<file path="config.mk">
export PLATFORM = sky130hd
export DESIGN_NAME = oaid_cell
export DESIGN_NICKNAME = d
export VERILOG_FILES = /design/src/rtl/core/oaid_pkg.sv /design/src/rtl/core/oaid_cell.sv
export SDC_FILE = /design/constraint.sdc
export NUM_CORES = 1
export LEC_CHECK = 0
export BUFFER_PORTS_ARGS = -buffer_cell sky130_fd_sc_hd__buf_4
export CAP_MARGIN = 25
export CORE_MARGIN = 2
export CORE_UTILIZATION = 42
export CTS_CLUSTER_SIZE = 40
export DETAILED_ROUTE_END_ITERATION = 6
export PLACE_DENSITY_LB_ADDON = 0.05
export SYNTH_ARGS = -nofsm -noshare
export SYNTH_HDL_FRONTEND = slang
export SYNTH_SLANG_ARGS = --single-unit
</file>
<file path="constraint.sdc">
create_clock -name clk -period 6 [get_ports clk]
set_input_delay 0.3 -clock clk [delete_from_list [all_inputs] [get_ports clk]]
set_output_delay 0.3 -clock clk [all_outputs]
set_load 0.01 [all_outputs]
</file>
<file path="src/rtl/core/oaid_pkg.sv">
`timescale 1ns / 1ps
// Shared types and codes for the ordered array store.
// Used by oaid_cell and by ordered_array_insert_delete; depends on nothing.
package oaid_pkg;

    localparam int DEPTH_DEFAULT = 64;
    localparam int WORD_W        = 32;
    localparam int FIELD_W       = 7;

    localparam logic [1:0] REQ_APPEND = 2'd0;
    localparam logic [1:0] REQ_INSERT = 2'd1;
    localparam logic [1:0] REQ_DELETE = 2'd2;
    localparam logic [1:0] REQ_READ   = 2'd3;

    localparam logic [1:0] STAT_OK       = 2'd0;
    localparam logic [1:0] STAT_NO_ROOM  = 2'd1;
    localparam logic [1:0] STAT_BAD_POS  = 2'd2;
    localparam logic [1:0] STAT_PAST_END = 2'd3;

    typedef enum logic [1:0] {
        CELL_HOLD     = 2'd0,
        CELL_INSERT   = 2'd1,
        CELL_SHIFT_DN = 2'd2
    } cell_op_t;

    typedef struct packed {
        cell_op_t          op;
        logic [WORD_W-1:0] word;
    } cell_cmd_t;

endpackage

</file>
<file path="src/rtl/core/oaid_cell.sv">
`timescale 1ns / 1ps
// One entry of the ordered array: holds a word and moves it to or from its neighbors.
// Depends on oaid_pkg.
module oaid_cell #(
    parameter int POS_W = 8
) (
    input  logic                           clk,
    input  oaid_pkg::cell_cmd_t            cmd,
    input  logic [POS_W-1:0]               idx,
    input  logic [POS_W-1:0]               pos,
    input  logic [oaid_pkg::WORD_W-1:0]    lower,
    input  logic [oaid_pkg::WORD_W-1:0]    upper,
    output logic [oaid_pkg::WORD_W-1:0]    word,
    output logic [oaid_pkg::WORD_W-1:0]    rd_tap
);
    import oaid_pkg::*;

    logic [WORD_W-1:0] entry_reg;
    logic [WORD_W-1:0] entry_next;

    always_comb
    begin
        entry_next = entry_reg;
        case (cmd.op)
            CELL_INSERT:
            begin
                if (idx == pos)
                begin
                    entry_next = cmd.word;
                end
                else if (idx > pos)
                begin
                    entry_next = lower;
                end
            end
            CELL_SHIFT_DN:
            begin
                if (idx >= pos)
                begin
                    entry_next = upper;
                end
            end
            default:
            begin
                entry_next = entry_reg;
            end
        endcase
    end

    always_ff @(posedge clk)
    begin
        entry_reg <= entry_next;
    end

    assign word   = entry_reg;
    assign rd_tap = (idx == pos) ? entry_reg : '0;

endmodule

</file>
# [Word-level counts from Yosys, hierarchy flattened]
# Index checks and enable logic that the tools add are counted.
[word_totals] romBits=0 latch_bits=0 ramBits=0 output_inout_bits=64 ff_bits=32 in_bits=115 mem_count=0
[classes] n_reduce_logical=2 addsub=0 n_bitwise=0 div=0 shifts=0 magnitude_cmp=2 eq_ne=5 n_mux=5 multipliers=0
[ops] op="$mux W32" n=4
[ops] op="$pmux W32 S2" n=1
[ops] op="$eq A8 B8 Y1" n=1
[ops] op="$ge A8 B8 Y1" n=1
[ops] op="$gt A8 B8 Y1" n=1
[ops] op="$ne A3 B3 Y1 const B" n=1
[ops] op="$reduce_and A3 Y1" n=1
[ops] op="$eq A2 B1 Y1 const B" n=1
[ops] op="$eq A2 B2 Y1 const B" n=1
[ops] op="$ne A2 B2 Y1 const B" n=1
[ops] op="$reduce_bool A2 Y1" n=1

# [Depth between registers and ports, before layout]
# Gate-level depths: netlist of the first run.
[logic_depth] depth_word=4 depth_mapped=7 mapped_depth_nobuf=6

# [Least setup slack after synthesis of the first run]
# Ideal clock, no wire load.
[synth_timing] path_type="input to register" startpoint="in cmd[32] in the netlist's numbering" endpoint="reg entry_reg[0] (netlist: word[0]) (enable)" path_slack_ns=3.096 arrival_ns=2.474 stages=6 path_cell_list="inv_1 > ha_1 > clkbuf_1 > o21ai_0 > a31oi_1 > o2bb2ai_1"
[synth_via] elab_chain_cells=3 word_cells_on_any_way=6
[synth_rtl] item="start: declaration" line="oaid_cell.sv:8" text="input oaid_pkg::cell_cmd_t cmd,"
[synth_rtl] item="$eq A2 B1 Y1 / $eq A2 B2 Y1 (equally long branches)" line="oaid_cell.sv:24" text="case (cmd.op)"
[synth_rtl] item="$ne A3 B3 Y1 (no line) (tied with other cells)"
[synth_rtl] item="$reduce_and A3 Y1 (no line) (*)"
[synth_rtl] item="end signal: assignment" line="oaid_cell.sv:52" text="entry_reg <= entry_next;"
[synth_rtl] item="end: declaration" line="oaid_cell.sv:18" text="logic [WORD_W-1:0] entry_reg;"
# Mark *: on every way between the ends. The rest lies on a longest branch, timed or not.
# A chain may end at the register's enable or synchronous reset.

# [Final worst setup path of the first run]
[layout_timing] startpoint="in idx[7]" endpoint="out rd_tap[3] in the netlist's numbering"
[layout_via] elab_chain_cells=2
[layout_rtl] item="start: declaration" line="oaid_cell.sv:9" text="input logic [POS_W-1:0] idx,"
[layout_rtl] item="$eq A8 B8 Y1" line="oaid_cell.sv:56" text="assign rd_tap = (idx == pos) ? entry_reg : '0;"
[layout_rtl] item="$mux W32" line="oaid_cell.sv:56"
[layout_rtl] item="end: declaration" line="oaid_cell.sv:14" text="output logic [oaid_pkg::WORD_W-1:0] rd_tap"
# Every way passes these cells.

==> out/summary.txt, run 1 <==
Outcome: complete, no violations
CTS sink count: 32
RSZ-0062 raised after global routing: no
Post-cts sizing count: 0
Reg power frac: 47.8%
Hold buffers post-CTS: 0
Sw Share: 26.5%
Area grow syn2layout: 67.1%
Port bufs: 178
Final Max Tran Viols: 0
Synth top cells by count: 32 x and2_1, 32 x edfxtp_1, 32 x mux2i_1, 32 x nand2_1, 27 x o21ai_1
Crit path max fanout: 64
# diodes: 0
Register area share after synthesis: 44.6%
CTS tree: built
Met2 GRT Util: 35.2%
DRC viols: 0
Post-synth EDFFs: 32
Post-DP HPWL: 4780 µm
Syn avg cell area: 10.4 µm²
Die width: 75.6 µm
Root Driver: clkbuf_8
Top-area cell type share of the netlist area: 44.6%
Worst vdd ir: 0.119 mV
Post-route ant nets: 0
Critical path startpoint category: input port
Final Util: 71.4%
Gr ovfl total: 0
Clk network pwr share: 22.9%
YS warnings: 0
Yosys reg bits: 32
CTS clock-pin slew for the worst setup and hold paths: 0.06 ns
DRT Pass-1 Iters: 4
Initial detailed-routing violation count: 155
Period utilization: 39.3%
Met3 GRT Util: 5.69%
Vias in the first global route: 1870
FFs w/ async S/R, synth: 0%
Fin Setup TNS: 0 ns
Final Non-Filler Cells: 451
Max reg flops: 32
FP Rows: 26
Cells after Synth: 207
First-pass GRT wire length: 8340 µm
Int Pwr: 0.000485 W
Slew margin rel.: 37.4%
Logic pwr share: 29.3%
Static leakage: 1.66 nW
Core ar.: 5040 µm²
Final worst slack: 3.64 ns
Routed wire length: 5990 µm
Die Area: 5720 µm²
Power per cell area: 183 nW/µm²
Final Net Count: 505
H-tree Lvls: 2
CP required: 5.70 ns
Clk buf depth: 2
DP Worst Slack: 3.44 ns
Gpl congestion: 0.741
Min Tclk post-route: 2.36 ns
Fmax achieved: 424 MHz
Gr usage total: 19.8%
Die height: 75.6 µm
Hold Path Stages: 3
Tightest Pin Transition: 0.939 ns
Min-delay src: upper[6]
CP Capture Type: output pin
Initial antenna violation count: 0
Setup violators final: 0
Post-CTS Setup Bufs: 0
Syn nets: 332
FF+latch area: 961 µm²
Hold endpoint: word[6]
Post-synth cell types: 22
Pin count of the biggest net entering global routing: 66
Top Usage Layer GRT: met2
# IOs: 179
Worst hold path type: in2reg
M1 GR Usage: 22.3%
Area leader, netlist: edfxtp_1
Initial Util: 42.8%
Area of the multi-input gates: 1070 µm²
Crit path arrival time: 2.06 ns
Ys flop type: edfxtp_1
Cts bufs inserted: 5
Via count: 2111
Filler cells: 408
Vias/cell: 4.68
Max-capacitance violation count: 0
Synth top area cells: edfxtp_1 45%, mux2i_1 15%, and2_1 9.3%
WS Path Type: in2out
Net switching power: 0.000175 W
Cell Area, Synth: 2160 µm²
Share of post-route cells with drive strength above 1: 50.4%
Wire length per cell: 13.3 µm
Hold Fails Final Rpt: 0
Cells after DPL: 442
-- metrics by stage --
stage | hold slack (ns) | area [µm²] | power [W]
after CTS | 0.296 | 3580 | 0.000666
after detailed placement | 0.583 | 3500 | 0.000514
after global placement | 0.579 | 3500 | 0.000509
after global routing | 0.300 | 3600 | 0.000697
after floorplan | 0.491 | 2160 | 0.000383
final | 0.306 | 3600 | 0.000659
-- logic make-up (layout without fill, tap and decap cells) --
logic type                 count (synthesis)  after routing  share of synthesized area [%]
muxes                                     32             32                           14.9
DFF                                       32             32                           44.6
and+or+nand+nor                           70             70                           18.5
AOI/OAI and AO/OA                         39             39                           9.69
adders and majority gates                 10             10                           5.80
buffers and inverters                     24            198                           6.62
-- placed cells by master (no fill, tap or decap) --
cell type    n
a21o_1       1
o21ai_1     27
o2bb2ai_4    1
a31oi_1      1
mux2i_1     32
buf_4      178
nor2b_1      1
nand2_1     32
o21ai_0      6
buf_12       1
a21oi_1      1
nor2_8       1
o21ai_2      1
edfxtp_1    32
and2_1      32
inv_1       11
nand4_4      2
clkinv_2     2
clkbuf_8     5
nor3_1       1
clkinv_1     1
nor2_1       1
ha_2         1
o211ai_1     1
ha_1         9
-- final cells by class --
cell class / instances / share of cell area [%]
repair buffers: 179 / 37.7
multi-input cells: 151 / 29.8
flip-flops and latches: 32 / 26.7
well taps: 70 / 2.43
clock buffers: 5 / 1.91
inverters: 11 / 1.15
clock inverters: 3 / 0.382
-- worst max path at each step --
stage | to | slack, ns | cells past startpoint | from
floorplan | word[0] | 3.10 | 6 | cmd[32]
detailed placement | word[14] | 3.44 | 6 | cmd[32]
global placement | word[14] | 3.49 | 6 | cmd[32]
finish | rd_tap[3] | 3.64 | 6 | idx[7]
CTS | rd_tap[28] | 3.63 | 6 | idx[7]
global route | rd_tap[15] | 3.50 | 7 | pos[7]
-- layer usage --
| layer | share of wire, % | routed length (µm) |
|---|---|---|
| met4 | 1.3 | 79 |
| met5 | 0 | 0 |
| met1 | 37 | 2190 |
| met2 | 53 | 3160 |
| met3 | 9.2 | 552 |
-- power by group through the flow --
| stage | Clock, W | Combinational [W] | Sequential [W] |
|---|---|---|---|
| after floorplan | 0 | 0.0000506 | 0.000333 |
| after global placement | 0 | 0.000190 | 0.000319 |
| after detailed placement | 0 | 0.000194 | 0.000319 |
| after CTS | 0.000156 | 0.000194 | 0.000316 |
| after global routing | 0.000168 | 0.000211 | 0.000319 |
| final | 0.000151 | 0.000193 | 0.000315 |
-- critical path, cell delays in order --
cell     delay [ns]
buf_4          0.11
ha_1           0.35
nand4_4        0.15
nor2_8         0.74
and2_1         0.23
buf_4          0.12
No activity file was read; power rests on OpenSTA's default activity.
==> run 2, diff against run 1 <==
- CORE_UTILIZATION: 42 -> 39
- clock period: 6 -> 2.2 ns (I/O delays scaled with it)
==> run 2 against run 1 <==
Compared with the run above:
- clock power rose to 2.8 times the previous value
- final cell count rose by 0.89%
- wire length fell by 3.8%
- power rose to 2.7 times the previous value
- largest power group unchanged
- highest routed layer unchanged
==> out/summary.txt, run 2 (same netlist as run 1, synthesis figures left out) <==
Clk buf depth: 2 (unchanged)
Fmax achieved: 602 MHz
Gpl congestion: 0.791 (was 0.741)
Max-capacitance violation count: 0 (unchanged)
Power per cell area: 496 nW/µm² (was 183 nW/µm²)
Hold Path Stages: 3 (unchanged)
Slew margin rel.: 40.0% (was 37.4%)
Share of post-route cells with drive strength above 1: 50.1% (was 50.4%)
Critical path startpoint category: input port (unchanged)
Reg power frac: 47.4% (was 47.8%)
Port bufs: 178 (unchanged)
Area grow syn2layout: 67.8% (was 67.1%)
Min-delay src: upper[6] (unchanged)
Static leakage: 1.67 nW (was 1.66 nW)
Filler cells: 481 (was 408)
First-pass GRT wire length: 8690 µm (was 8340 µm)
Area of the multi-input gates: 1070 µm² (unchanged)
Wire length per cell: 12.7 µm (was 13.3 µm)
Crit path max fanout: 32 (was 64)
Setup violators final: 0 (unchanged)
Period utilization: 75.5%
Cells after DPL: 447 (was 442)
Post-cts sizing count: 0 (unchanged)
Max reg flops: 32 (unchanged)
# IOs: 179 (unchanged)
Root Driver: clkbuf_8 (unchanged)
Vias in the first global route: 1884 (was 1870)
Final Non-Filler Cells: 455 (was 451)
# diodes: 0 (unchanged)
Gr ovfl total: 0 (unchanged)
Die height: 78.4 µm (was 75.6 µm)
CP Cell Sequence: buf_4 > ha_1 > a21oi_1 > o21ai_0 > a31oi_1 > o2bb2ai_4 (was buf_4 > ha_1 > nand4_4 > nor2_8 > and2_1 > buf_4)
Max incr delay on CP: 0.73 ns (was 0.74 ns)
Gr usage total: 18.0% (was 19.8%)
WS Path Type: in2reg (was in2out)
Initial detailed-routing violation count: 77 (was 155)
Sw Share: 26.2% (was 26.5%)
Hold Fails Final Rpt: 0 (unchanged)
Pin count of the biggest net entering global routing: 65 (was 66)
Routed wire length: 5760 µm (was 5990 µm)
Crit path arrival time: 1.56 ns (was 2.06 ns)
Initial antenna violation count: 0 (unchanged)
Die width: 78.4 µm (was 75.6 µm)
Post-DP HPWL: 4540 µm (was 4780 µm)
Final Net Count: 507 (was 505)
Fin Setup TNS: 0 ns (unchanged)
Logic pwr share: 29.2% (was 29.3%)
CP required: 2.10 ns (was 5.70 ns)
Slowest-stage cell, CP: o2bb2ai_4 (was nor2_8)
Int Pwr: 0.00132 W (was 0.000485 W)
Die Area: 6140 µm² (was 5720 µm²)
Net switching power: 0.000469 W (was 0.000175 W)
Post-route ant nets: 0 (unchanged)
CTS clock-pin slew for the worst setup and hold paths: 0.06 ns (about the same)
Via count: 2125 (was 2111)
Hold endpoint: word[6] (unchanged)
FF+latch area: 961 µm² (unchanged)
Cts bufs inserted: 5 (unchanged)
CP Capture Type: flop (was output pin)
Clk network pwr share: 23.5% (was 22.9%)
Final Max Tran Viols: 0 (unchanged)
RSZ-0062 raised after global routing: no (unchanged)
Worst hold path type: in2reg (unchanged)
CTS tree: built (unchanged)
Hold buffers post-CTS: 0 (unchanged)
Vias/cell: 4.67 (was 4.68)
Commonest non-fill, non-tap cell in the layout: buf_4 (unchanged)
Worst vdd ir: 0.288 mV (was 0.119 mV)
Core ar.: 5410 µm² (was 5040 µm²)
Initial Util: 39.9% (was 42.8%)
DRT Pass-1 Iters: 5 (was 4)
Post-CTS Setup Bufs: 0 (unchanged)
Most frequent cells in the layout: 180 x buf_4, 32 x mux2i_1, 32 x nand2_1, 32 x and2_1, 32 x edfxtp_1 (was 178 x buf_4, 32 x mux2i_1, 32 x nand2_1, 32 x and2_1, 32 x edfxtp_1)
Outcome: complete, no violations (unchanged)
H-tree Lvls: 2 (unchanged)
DRC viols: 0 (unchanged)
Min Tclk post-route: 1.66 ns
Tightest Pin Transition: 0.899 ns (was 0.939 ns)
FP Rows: 27 (was 26)
CTS sink count: 32 (unchanged)
[run 2: worst max-delay path: cells and delay by family]
family / cells / cell delay, ns
buffers and inverters: 1 / 0.11
AO/OA/AOI/OAI: 4 / 0.99
adder cells (fa/ha/maj): 1 / 0.34
[run 2: worst max path at each step]
stage             from       end  slack (ns)  cells after the start
6_report        idx[7]  word[22]        0.54                      6
3_3_place_gp    idx[7]  word[13]        0.26                      6
2_1_floorplan  cmd[32]   word[0]        0.18                      6
5_1_grt         pos[7]  word[16]        0.41                      7
3_5_place_dp    idx[7]  word[13]        0.25                      6
4_1_cts         idx[7]  word[28]        0.54                      6
[run 2: power groups by stage]
stage	Sequential, W	Combinational (W)	Clock, W
CTS	0.000852	0.000530	0.000430
finish	0.000849	0.000524	0.000421
floorplan	0.000905	0.000140	0
global placement	0.000861	0.000522	0
detailed placement	0.000863	0.000529	0
global route	0.000867	0.000565	0.000451
[run 2: layout make-up]
| cell class | count | area share, % |
|---|---|---|
| multi-input cells | 151 | 29.7 |
| inverters | 11 | 1.14 |
| clock inverters | 1 | 0.104 |
| repair buffers | 181 | 37.9 |
| clock buffers | 7 | 2.11 |
| flip-flops and latches | 32 | 26.6 |
| well taps | 72 | 2.49 |
[run 2: through the flow]
step / total power [W] / util [%] / worst slack, ns / area (µm²) / hold WS [ns]
detailed placement: 0.00139 / 65.4 / 0.252 / 3540 / 0.399
floorplan: 0.00105 / - / 0.177 / 2160 / 0.301
global route: 0.00188 / 66.9 / 0.410 / 3620 / 0.114
finish: 0.00179 / 66.9 / 0.539 / 3620 / 0.113
global placement: 0.00138 / 65.4 / 0.256 / 3540 / 0.391
CTS: 0.00181 / 66.9 / 0.537 / 3620 / 0.104
[run 2: per-layer routing]
layer / vias to the layer above / track usage (%) / part of all wire, %
li1: 1074 / - / -
met2: 95 / 32.8 / 53
met5: - / 0 / 0
met3: 10 / 5.75 / 8.1
met1: 946 / 19.9 / 37
met4: 0 / 5.61 / 1.8
